## src/sv/cpsf_pkg.sv

```systemverilog
package cpsf_pkg;
  localparam int unsigned DimensionsDefault = 2;
  localparam int unsigned CellCountDefault  = 1024;
  localparam int unsigned PosW   = 16;
  localparam int unsigned ProtW  = 16;
  localparam int unsigned KW     = 20;
  localparam int unsigned ForceW = 32;
  localparam int unsigned InW    = 184;
  localparam int unsigned OutW   = 64;
  localparam int unsigned SqrtSteps = 16;
  localparam int unsigned DivSteps  = 40;

  localparam logic [KW-1:0]   SpringConstReset = 20'd256000;
  localparam logic [PosW-1:0] RestLengthReset  = 16'd328;
  localparam logic [PosW-1:0] InterDistReset   = 16'd1311;

  typedef enum logic [1:0] {
    RegSpringConst = 2'd0,
    RegRestLength  = 2'd1,
    RegInterDist   = 2'd2
  } cfg_reg_e;

  typedef struct packed {
    logic [KW-1:0]   spring_const;
    logic [PosW-1:0] rest_length;
    logic [PosW-1:0] interaction_dist;
  } cfg_t;
endpackage

```

## src/sv/cpsf_div.sv

```systemverilog
// Pipelined restoring divider, one quotient bit per stage; q = num / den.
module cpsf_div import cpsf_pkg::*; #(
  parameter int unsigned NumW  = 40,
  parameter int unsigned DenW  = 17,
  parameter int unsigned SideW = 8
) (
  input  logic             clk_i,
  input  logic             rst_ni,
  input  logic             en_i,
  input  logic             valid_i,
  input  logic [NumW-1:0]  num_i,
  input  logic [DenW-1:0]  den_i,
  input  logic [SideW-1:0] side_i,
  output logic             valid_o,
  output logic [NumW-1:0]  quo_o,
  output logic [SideW-1:0] side_o
);
  localparam int unsigned RW = DenW + 1;
  logic [NumW:0]    vld;
  logic [RW-1:0]    rem  [NumW+1];
  logic [NumW-1:0]  num  [NumW+1];
  logic [DenW-1:0]  den  [NumW+1];
  logic [SideW-1:0] side [NumW+1];

  assign vld[0] = valid_i;
  always_comb begin
    rem[0]  = '0;
    num[0]  = num_i;
    den[0]  = den_i;
    side[0] = side_i;
  end

  for (genvar s = 0; s < NumW; s++) begin : g_st
    logic [RW-1:0]   sh;
    logic            ok;
    logic [RW-1:0]   rem_r;
    logic [NumW-1:0] num_r;
    logic [DenW-1:0] den_r;
    logic [SideW-1:0] side_r;
    logic            vld_r;
    always_comb begin
      sh = {rem[s][RW-2:0], num[s][NumW-1]};
      ok = sh >= {1'b0, den[s]};
    end
    always_ff @(posedge clk_i or negedge rst_ni) begin
      if (!rst_ni) begin
        vld_r <= 1'b0;
      end else if (en_i) begin
        vld_r <= vld[s];
      end
    end
    always_ff @(posedge clk_i) begin
      if (en_i) begin
        rem_r  <= ok ? sh - {1'b0, den[s]} : sh;
        num_r  <= {num[s][NumW-2:0], ok};
        den_r  <= den[s];
        side_r <= side[s];
      end
    end
    assign vld[s+1] = vld_r;
    always_comb begin
      rem[s+1]  = rem_r;
      num[s+1]  = num_r;
      den[s+1]  = den_r;
      side[s+1] = side_r;
    end
  end

  assign valid_o = vld[NumW];
  assign quo_o   = num[NumW];
  assign side_o  = side[NumW];
endmodule

```

## config.mk

```make
export PLATFORM = sky130hd
export DESIGN_NAME = cpsf_div
export DESIGN_NICKNAME = d
export VERILOG_FILES = /design/src/sv/cpsf_pkg.sv /design/src/sv/cpsf_div.sv
export SDC_FILE = /design/constraint.sdc
export NUM_CORES = 2
export LEC_CHECK = 0
export ABC_AREA = 1
export BUFFER_PORTS_ARGS = -buffer_cell sky130_fd_sc_hd__buf_2
export CORE_MARGIN = 5
export CORE_UTILIZATION = 58
export CTS_CLUSTER_SIZE = 12
export DETAILED_ROUTE_END_ITERATION = 8
export GPL_ROUTABILITY_DRIVEN = 0
export PLACE_DENSITY = 0.77
export SYNTH_ARGS = -nofsm -noshare
export SYNTH_HDL_FRONTEND = slang
export SYNTH_SLANG_ARGS = --single-unit
```

## constraint.sdc

```tcl
create_clock -name clk_i -period 2.15 [get_ports clk_i]
set_input_delay 0.3225 -clock clk_i [delete_from_list [all_inputs] [get_ports clk_i]]
set_output_delay 0.3225 -clock clk_i [all_outputs]
set_load 0.01 [all_outputs]
```

==> results.toml <==
[run_status]
status = "finished, violations left"
violations = "design-rule violations, negative setup slack"

[timing]
rsz0062_at_grt = "yes"
tightest_slew_ns = 0.876
final_max_slew_viol_count = 0
finalWorstSetupSlack_ns = -0.359
post-route-period-util_pct = 117
fin_crit_ns = 2.51
tns_ns = -41.66
setup_violations = 512
hold_viol_final = 0
finClkSkew_ns = 0.0852
slew-limit-headroom_pct = 41.6
maxClockFrequency_mhz = 399

[floorplan]
die_h_um = 526
dieArea_um2 = 276000
ios = 118
core_um2 = 265000
initial_utilization_pct = 58.2
num_rows = 189
dieWidth_um = 526

[routing]
vias = 112437
routed_wl_um = 383000
vias_per_cell = 5.54
drtIter0Drc = 13716
drt-wirelength-per-cell_um = 18.9
drtAntennaViolNets = 0
first_pass_iters = 9
drc = 112

[clock_network]
cts_root_buf = "clkbuf_16"
cts_max_path_buffers = 4
cts_tree = "done"
cts.sinks = 3286
clk_latency_ns = 0.96
cts-buffers-inserted = 342
htreeDepth = 5
cts.clk_slew.worst_paths_ns = 0.08

[worst_setup_path]
cp_slowest_cell = "edfxtp_1"
critPathRequiredTime_ns = 2.78
crit_family = "simple AND/OR/NAND/NOR gates"
crit_fanout = 12
path_buf_inv = 3
start_kind = "flop"
worst_ep_arrival_time_ns = 3.14
path_cells = "inv_1 > ha_1 > nand2_2 > nor2_2 > nand4_1 > nand2_1 > nor2_4 > buf_12 > buf_12 > nand3_1 > nand2_1"
cpPeakStageDelay_ns = 0.52
worstSetupPathType = "flop to flop"
end_kind = "flop"

[grt]
antenna_found_initial = 6
overflow = 0
grt_max_degree = 102
first_global_vias = 103061
grt_pass1_wl_um = 537000
gr-usage-all-layers_pct = 24.0

[place]
placed_cell_area_um2 = 166000
port-buffer-count = 117
placed_cells = 19050
place_hpwl_um = 228000
post-place-ws_ns = -0.197

[synth]
synth.distinct_cells = 42
yosys.area.top_type = "edfxtp_1"
synth_most_common_cell = "nand2_1"
async_reset_ff_share_pct = 1.22
synthesis.area_um2 = 154000
syn_nets = 15398
synth-seq-cells = 3286
synth.top_cells.by_count = "nand2_1 (4959), edfxtp_1 (3246), inv_1 (2587), nand3_1 (1105), ha_1 (665)"
synth_area_per_cell_um2 = 10.5
synth_top_area_share_pct = 63.2
ys_top_cells_by_area = "edfxtp_1 (63%), nand2_1 (12%), inv_1 (6.3%)"
synth_cells = 14626
synth_edf_count = 3246
synthFlopType = "edfxtp_1"
synth-seq-area-share_pct = 63.9
synth_warnings = 0

[layout]
finish.instance_area_um2 = 192000
nets = 17303
syn_to_final_growth_pct = 24.3
drive_above_1_share_pct = 22.4
final_cells = 20278
fin_util_pct = 72.3

[worst_hold_path]
hp-class = "input port to async pin"

[power_and_ir_drop]
ir_drop_mv = 1.11
power.leakage_nw = 86.7
power.density_nw_per_um2 = 1380

[flow_run]
max_cap_violations = 0
-- metal layers --
| metal | vias up | wire length (um) | GRT usage, % |
|---|---|---|---|
| met5 | - | 27 | 0 |
| met4 | 4 | 24600 | 10.6 |
| met3 | 1957 | 32400 | 3.28 |
| met2 | 6527 | 186000 | 40.6 |
| met1 | 52363 | 140000 | 31.1 |
| li1 | 51586 | - | - |
-- worst reg2reg max path: cells and delay by family, from the launching register on --
kind	cells	cell delay [ns]
and+or+nand+nor	7	0.84
DFF	1	0.52
adders and majority gates	1	0.43
buffers and inverters	3	0.39
-- power breakdown --
group	total, W	leakage (nW)	switching (W)	internal, W
combinational	0.117	49.4	0.0706	0.0460
sequential	0.0930	32.3	0.00806	0.0849
clock	0.0555	4.95	0.0242	0.0313
total	0.265	86.7	0.103	0.162
-- path summary, 6_finish.rpt --
kind	to	cells past startpoint	startpoint	slack, ns
worst max register to register	g_st[25].rem_r[2]$_DFFE_PP_	11	g_st[24].den_r[14]$_DFFE_PP_	-0.36
worst min register to register	g_st[27].num_r[13]$_DFFE_PP_	0	g_st[26].num_r[12]$_DFFE_PP_	0.37
max in group asynchronous	g_st[26].vld_r$_DFFE_PN0P_	2	rst_ni	1.51
worst min-delay path	g_st[10].vld_r$_DFFE_PN0P_	2	rst_ni	0.08
worst max-delay path	g_st[25].rem_r[2]$_DFFE_PP_	11	g_st[24].den_r[14]$_DFFE_PP_	-0.36
min in group clk_i	g_st[0].num_r[33]$_DFFE_PP_	2	num_i[32]	0.12
-- timing repair --
item,4_1_cts,5_1_grt
resized for setup,517,1393
hold buffers,68,0
pin swaps,190,580
setup buffers,169,320
endpoints found under the setup margin,596,675
gates cloned,58,64
hold endpoints to repair,228,0
-- placed cells by master (no fill, tap or decap), types with 116 or more instances in the layout --
cell type,n
nand2_1,4270
edfxtp_1,3246
inv_1,2506
buf_4,1169
nand3_1,938
nand2_2,643
nor2_1,421
ha_1,395
a21oi_1,369
clkbuf_16,364
ha_4,233
xor2_1,229
nand2_4,210
nand3_2,149
buf_12,134
nand2_8,129
buf_2,116
-- metrics by stage --
step | hold slack (ns) | power, W
after global placement | 0.400 | 0.176
after global routing | 0.0966 | 0.280
after CTS | 0.0456 | 0.242
final | 0.0805 | 0.265
after detailed placement | 0.405 | 0.178
after floorplan | 0.0269 | 0.151
-- area by class of cell --
class | count | area [um^2]
flip-flops and latches | 3286 | 98500
fillers | 16010 | 73200
multi-input cells | 8690 | 54100
repair buffers | 1614 | 14600
inverters | 2597 | 9750
clock buffers | 433 | 8990
well taps | 3533 | 4420
clock inverters | 123 | 1230
diodes | 2 | 5.00
-- registers in the layout, indices dropped and copies added (netlist names) --
register	flops
g_st.num_r	1560
g_st.vld_r	39
g_st.rem_r	663
valid_o	1
g_st.side_r	312
side_o	8
quo_o	40
g_st.den_r	663
-- cells by family (layout without fill, tap and decap cells) --
family                   after synthesis  after routing  synth area share, %
XOR/XNOR                             267            267                 1.52
adder cells (fa/ha/maj)              703            703                 5.89
AND/OR/NAND/NOR                     7195           7286                 20.2
other                                  0              2                    0
flip-flops                          3286           3286                 63.9
AO/OA/AOI/OAI                        434            434                 1.49
buffers and inverters               2741           4767                 7.06
No activity file was read; power rests on OpenSTA's default activity.
