$ cat src/sv/cpsf_pkg.sv
package cpsf_pkg;
  localparam int unsigned DimensionsDefault = 2;
  localparam int unsigned CellCountDefault  = 1024;
  localparam int unsigned PosW   = 16;
  localparam int unsigned ProtW  = 16;
  localparam int unsigned KW     = 20;
  localparam int unsigned ForceW = 32;
  localparam int unsigned InW    = 184;
  localparam int unsigned OutW   = 64;
  localparam int unsigned SqrtSteps = 16;
  localparam int unsigned DivSteps  = 40;

  localparam logic [KW-1:0]   SpringConstReset = 20'd256000;
  localparam logic [PosW-1:0] RestLengthReset  = 16'd328;
  localparam logic [PosW-1:0] InterDistReset   = 16'd1311;

  typedef enum logic [1:0] {
    RegSpringConst = 2'd0,
    RegRestLength  = 2'd1,
    RegInterDist   = 2'd2
  } cfg_reg_e;

  typedef struct packed {
    logic [KW-1:0]   spring_const;
    logic [PosW-1:0] rest_length;
    logic [PosW-1:0] interaction_dist;
  } cfg_t;
endpackage

$ cat src/sv/cpsf_sqrt.sv
// Pipelined floor square root, one result bit per stage.
module cpsf_sqrt import cpsf_pkg::*; #(
  parameter int unsigned SideW = 8
) (
  input  logic                 clk_i,
  input  logic                 rst_ni,
  input  logic                 en_i,
  input  logic                 valid_i,
  input  logic [33:0]          rad_i,
  input  logic [SideW-1:0]     side_i,
  output logic                 valid_o,
  output logic [16:0]          root_o,
  output logic [SideW-1:0]     side_o
);
  localparam int unsigned N = 17;
  logic [N:0]       vld_q;
  logic [33:0]      rem_q  [N+1];
  logic [16:0]      res_q  [N+1];
  logic [SideW-1:0] side_q [N+1];

  always_comb begin
    rem_q[0]  = rad_i;
    res_q[0]  = '0;
    side_q[0] = side_i;
  end
  assign vld_q[0] = valid_i;

  for (genvar s = 0; s < N; s++) begin : g_st
    logic [33:0] trial;
    logic        ok;
    logic [16:0] bit_s;
    logic [33:0] rem_d;
    logic [16:0] res_d;
    logic [33:0] rem_r;
    logic [16:0] res_r;
    logic [SideW-1:0] side_r;
    logic        vld_r;
    always_comb begin
      bit_s = 17'd1 << (N-1-s);
      trial = ({17'd0, res_q[s]} << (N-s)) + ({17'd0, bit_s} << (N-1-s));
      ok    = rem_q[s] >= trial;
      rem_d = ok ? rem_q[s] - trial : rem_q[s];
      res_d = ok ? (res_q[s] | bit_s) : res_q[s];
    end
    always_ff @(posedge clk_i or negedge rst_ni) begin
      if (!rst_ni) begin
        vld_r <= 1'b0;
      end else if (en_i) begin
        vld_r <= vld_q[s];
      end
    end
    always_ff @(posedge clk_i) begin
      if (en_i) begin
        rem_r  <= rem_d;
        res_r  <= res_d;
        side_r <= side_q[s];
      end
    end
    assign vld_q[s+1] = vld_r;
    always_comb begin
      rem_q[s+1]  = rem_r;
      res_q[s+1]  = res_r;
      side_q[s+1] = side_r;
    end
  end

  assign valid_o = vld_q[N];
  assign root_o  = res_q[N];
  assign side_o  = side_q[N];
endmodule

$ cat config.mk
export PLATFORM = sky130hd
export DESIGN_NAME = cpsf_sqrt
export DESIGN_NICKNAME = d
export VERILOG_FILES = /design/src/sv/cpsf_pkg.sv /design/src/sv/cpsf_sqrt.sv
export SDC_FILE = /design/constraint.sdc
export NUM_CORES = 1
export LEC_CHECK = 0
export ABC_CLOCK_PERIOD_IN_PS = 3000
export BUFFER_PORTS_ARGS = -buffer_cell sky130_fd_sc_hd__buf_4
export CAP_MARGIN = 20
export CORE_MARGIN = 4
export CORE_UTILIZATION = 30
export DETAILED_ROUTE_END_ITERATION = 16
export PLACE_DENSITY_LB_ADDON = 0.25
export SYNTH_ARGS = -nofsm -noshare
export SYNTH_HDL_FRONTEND = slang
export SYNTH_SLANG_ARGS = --single-unit
$ cat constraint.sdc
create_clock -name clk_i -period 3 [get_ports clk_i]
set_input_delay 0.15 -clock clk_i [delete_from_list [all_inputs] [get_ports clk_i]]
set_output_delay 0.15 -clock clk_i [all_outputs]
set_load 0.01 [all_outputs]
==> results.md <==
- Antenna cells: 0
- Grt total ovfl: 0
- Slew Viols, Final: 0
- Outcome: finished, violations left
- H-tree depth: 3
- Required time of the critical path: between 3 and 4 ns
- Worst path slowest cell: edfxtp_1
- Critical Path Start Type: register
- Share of layout cells above drive strength 1: 16.8%
- Clk Tree Root Cell: clkbuf_16
- Fin Clk Skew: 0.0364 ns
- Worst Path Buf+Inv: 3
- Most frequent cells in the layout: edfxtp_1 (833), buf_4 (222), inv_1 (202)
- Minimum clock period: 3.07 ns
- Number of vias per cell: 4.49
- Hpwl dp: 50600 um
- Cell Area, Synth: 37500 um^2
- Nets: 3273
- Post-route ant nets: 0
- Leading post-synthesis cells by cell area: edfxtp_1 (67%), ha_1 (5.5%), xnor2_1 (2.6%)
- DRC: 0
- Worst path most repeated cell: buf_12
- Failing checks: negative setup slack
- Peak Freq: about 0.33 GHz
- Fillers: 11900
- Worst stage delay on the critical path: 0.42 ns
- PortBufs: 71
- Die width: 362 um
- Final Cycle Share: 102%
- Hold slack: 0.167 ns
- Cells after DPL: 4539
- DRT iter0 DRCs: approximately 1100
- Final std cells w/o fill: 4778
- CTS buffer count: 94
- WL/cell: 15.0 um
- Dominant cell type by area after synthesis: edfxtp_1
- Via count: between 20000 and 25000
- Ys async rst share: under 10%
- Clock Pin Slew Worst Setup and Hold Paths: 0.06 ns
- Post-synthesis cell count: 2708
- Die area: 131000 um^2
- Power per cell area: 691 nW/um^2
- # clock sinks: 850
- P&R area growth vs syn: 21.6%
- Setup crit end kind: register
- Worst Setup Path Type: reg -> reg
- Worst Tran Pin Value: ~0.8 ns
- Storage cell area: 25400 um^2
- IO Count: between 70 and 80
- CTS tree: done
- RSZ-0062 raised after global routing: yes
- Final Hold Vio Count: 0
- Top_reg_cell synth: edfxtp_1
- Worst setup margin: -0.0656 ns
- GP Congestion: 0.853
- WP data arrival: around 3.5 ns
- Final setup fails: 11
- Skew-Pair Late Insertion Delay: ~0.70 ns
- Crit-path cells: inv_1 > ha_1 > nor2b_4 > o31a_1 > o41a_1 > or3_4 > a31o_4 > a21boi_4 > buf_12 > buf_12 > nor3_4 > xor2_1
- Crit path max fanout: 7
- Initial core utilization: between 30 and 40%
- Sequential area share after synthesis: 67.8%
- Syn_nets: 2920
- Most common cell after layout, fill and taps aside: edfxtp_1
- Clock tree buffer depth: 3
- Flops & latches, synth: 850
- Post-Route WL: 71700 um
- # rows: between 100 and 150
- Tot GR Track Use: between 10% and 20%
- Post-synth EDFFs: between 800 and 900
- Slew HR: 44.7%
- Initial antenna violation count: 0
- DRT Pass-1 Iters: 5
- Die Y: 362 um
- Hold WC Path Type: in -> reg
- P_leak: approximately 17 nW
- Crit-path leading delay family: compound AO/OA/AOI/OAI gates
- Count of unique library cells instantiated by Yosys: 82
- MaxCap Viol Count: 0
- Share of the synthesized area in the top cell type: 66.7%
- YS warnings: 0
- Pin count of the biggest net entering global routing: 99
- Footprint of the multi-input gates: 11600 um^2
- Number of global-route vias before repair: 22100
- Mapped Avg Cell Area: 13.8 um^2
- Fin Setup TNS: -0.373 ns
- First-pass GRT wire length: about 110000 um
- Core ar.: 124000 um^2
- Peak supply drop: roughly 0.56 mV
metrics by stage:
| step | power (mW) | setup WS [ns] | cell area (um^2) | utilization [%] |
|---|---|---|---|---|
| floorplan | 18.6 | 0.0651 | 37500 | - |
| global placement | 20.4 | -0.135 | 41300 | 33.3 |
| detailed placement | 20.5 | -0.162 | 41300 | 33.3 |
| CTS | 31.9 | -0.0825 | 44900 | 36.3 |
| global route | 33.2 | -0.144 | 45600 | 36.8 |
| finish | 31.5 | -0.0656 | 45600 | 36.8 |
repair_timing:
| action | in CTS | in global routing |
|---|---|---|
| setup buffers | 1 | 12 |
| endpoints found under the setup margin | 40 | 114 |
| hold endpoints to repair | 87 | 0 |
| resized for setup | 22 | 109 |
| pin swaps | 4 | 28 |
| cloned | 0 | 3 |
| hold buffers | 47 | 0 |
where the power goes:
group / switching [mW] / internal, mW / total, mW
Sequential: 0.850 / 14.7 / 15.6
Combinational: 2.56 / 2.30 / 4.86
Clock: 4.81 / 6.27 / 11.1
path summary, 6_finish.rpt:
check	start	to	slack, ns	cells past startpoint
setup / recovery	g_st[14].rem_r[3]	g_st[15].rem_r[31]	-0.07	12
min in group asynchronous	rst_ni	g_st[11].vld_r	0.62	3
setup reg to reg	g_st[14].rem_r[3]	g_st[15].rem_r[31]	-0.07	12
hold reg to reg	g_st[14].side_r[7]	g_st[15].side_r[7]	0.40	0
max in group asynchronous	rst_ni	g_st[15].vld_r	1.90	3
hold / removal	rad_i[8]	g_st[0].rem_r[8]	0.17	2
state kept, by name, indices dropped and copies added (netlist names):
register,count
g_st.side_r,128
valid_o,1
g_st.rem_r,544
g_st.res_r,136
side_o,8
g_st.vld_r,16
root_o,17
cells in the mapped netlist, drive strengths merged (3+ instances only):
cell       n
a211o      6
a211oi    12
a21boi     7
a21o      48
a21oi    120
a31oi      5
a41oi      5
and2       8
and3      11
and4       6
and4b      3
buf       10
clkbuf    29
dfrtp     17
edfxtp   833
ha       166
inv      204
mux2      36
mux2i      9
nand2    179
nand2b    28
nand3     36
nand3b     8
nand4     35
nand4b     7
nor2     150
nor2b     30
nor3      76
nor3b      6
nor4      87
nor4b     16
o2111ai    3
o211ai     5
o21a      36
o21ai    130
o21bai     3
o22ai      3
o31a       7
o31ai     23
or2        7
or3       35
or4       14
xnor2    113
xor2     101
layer usage:
layer | vias up | routed length (um) | GRT usage (%)
met2 | 305 | 37500 | 20.2
met4 | 0 | 2830 | 4.51
met5 | - | 0 | 0
met3 | 163 | 2340 | 2.31
met1 | 10100 | 29000 | 11.9
li1 | 10900 | - | -
logic make-up (layout without fill, tap and decap cells):
group	count (synthesis)	count (layout)	share of synthesized area, %
AOI/OAI and AO/OA	442	442	7.46
xor gates and xnor gates	214	214	5.00
adders and majority gates	166	166	5.54
buffers and inverters	244	677	2.50
DFF	850	850	67.8
muxes	45	45	1.32
and+or+nand+nor	747	747	10.3
worst register-to-register path: cells and delay by family, from the launching register on:
| family | cells | cell delay (ns) |
|---|---|---|
| flops | 1 | 0.42 |
| xor+xnor | 1 | 0.16 |
| buf+inv | 3 | 0.39 |
| simple gates | 3 | 0.52 |
| fa+ha+maj | 1 | 0.23 |
| compound gates | 4 | 1.06 |
final cells by class:
type	instances	area share [%]
tap	1637	4.49
inverter	205	1.72
timing repair inverter	1	0.0357
clock buffer	113	5.40
timing repair buffer	295	5.77
clock inverter	63	1.24
sequential	850	55.8
multi-input combinational	1614	25.5
Power figures use the tool's default switching activity.
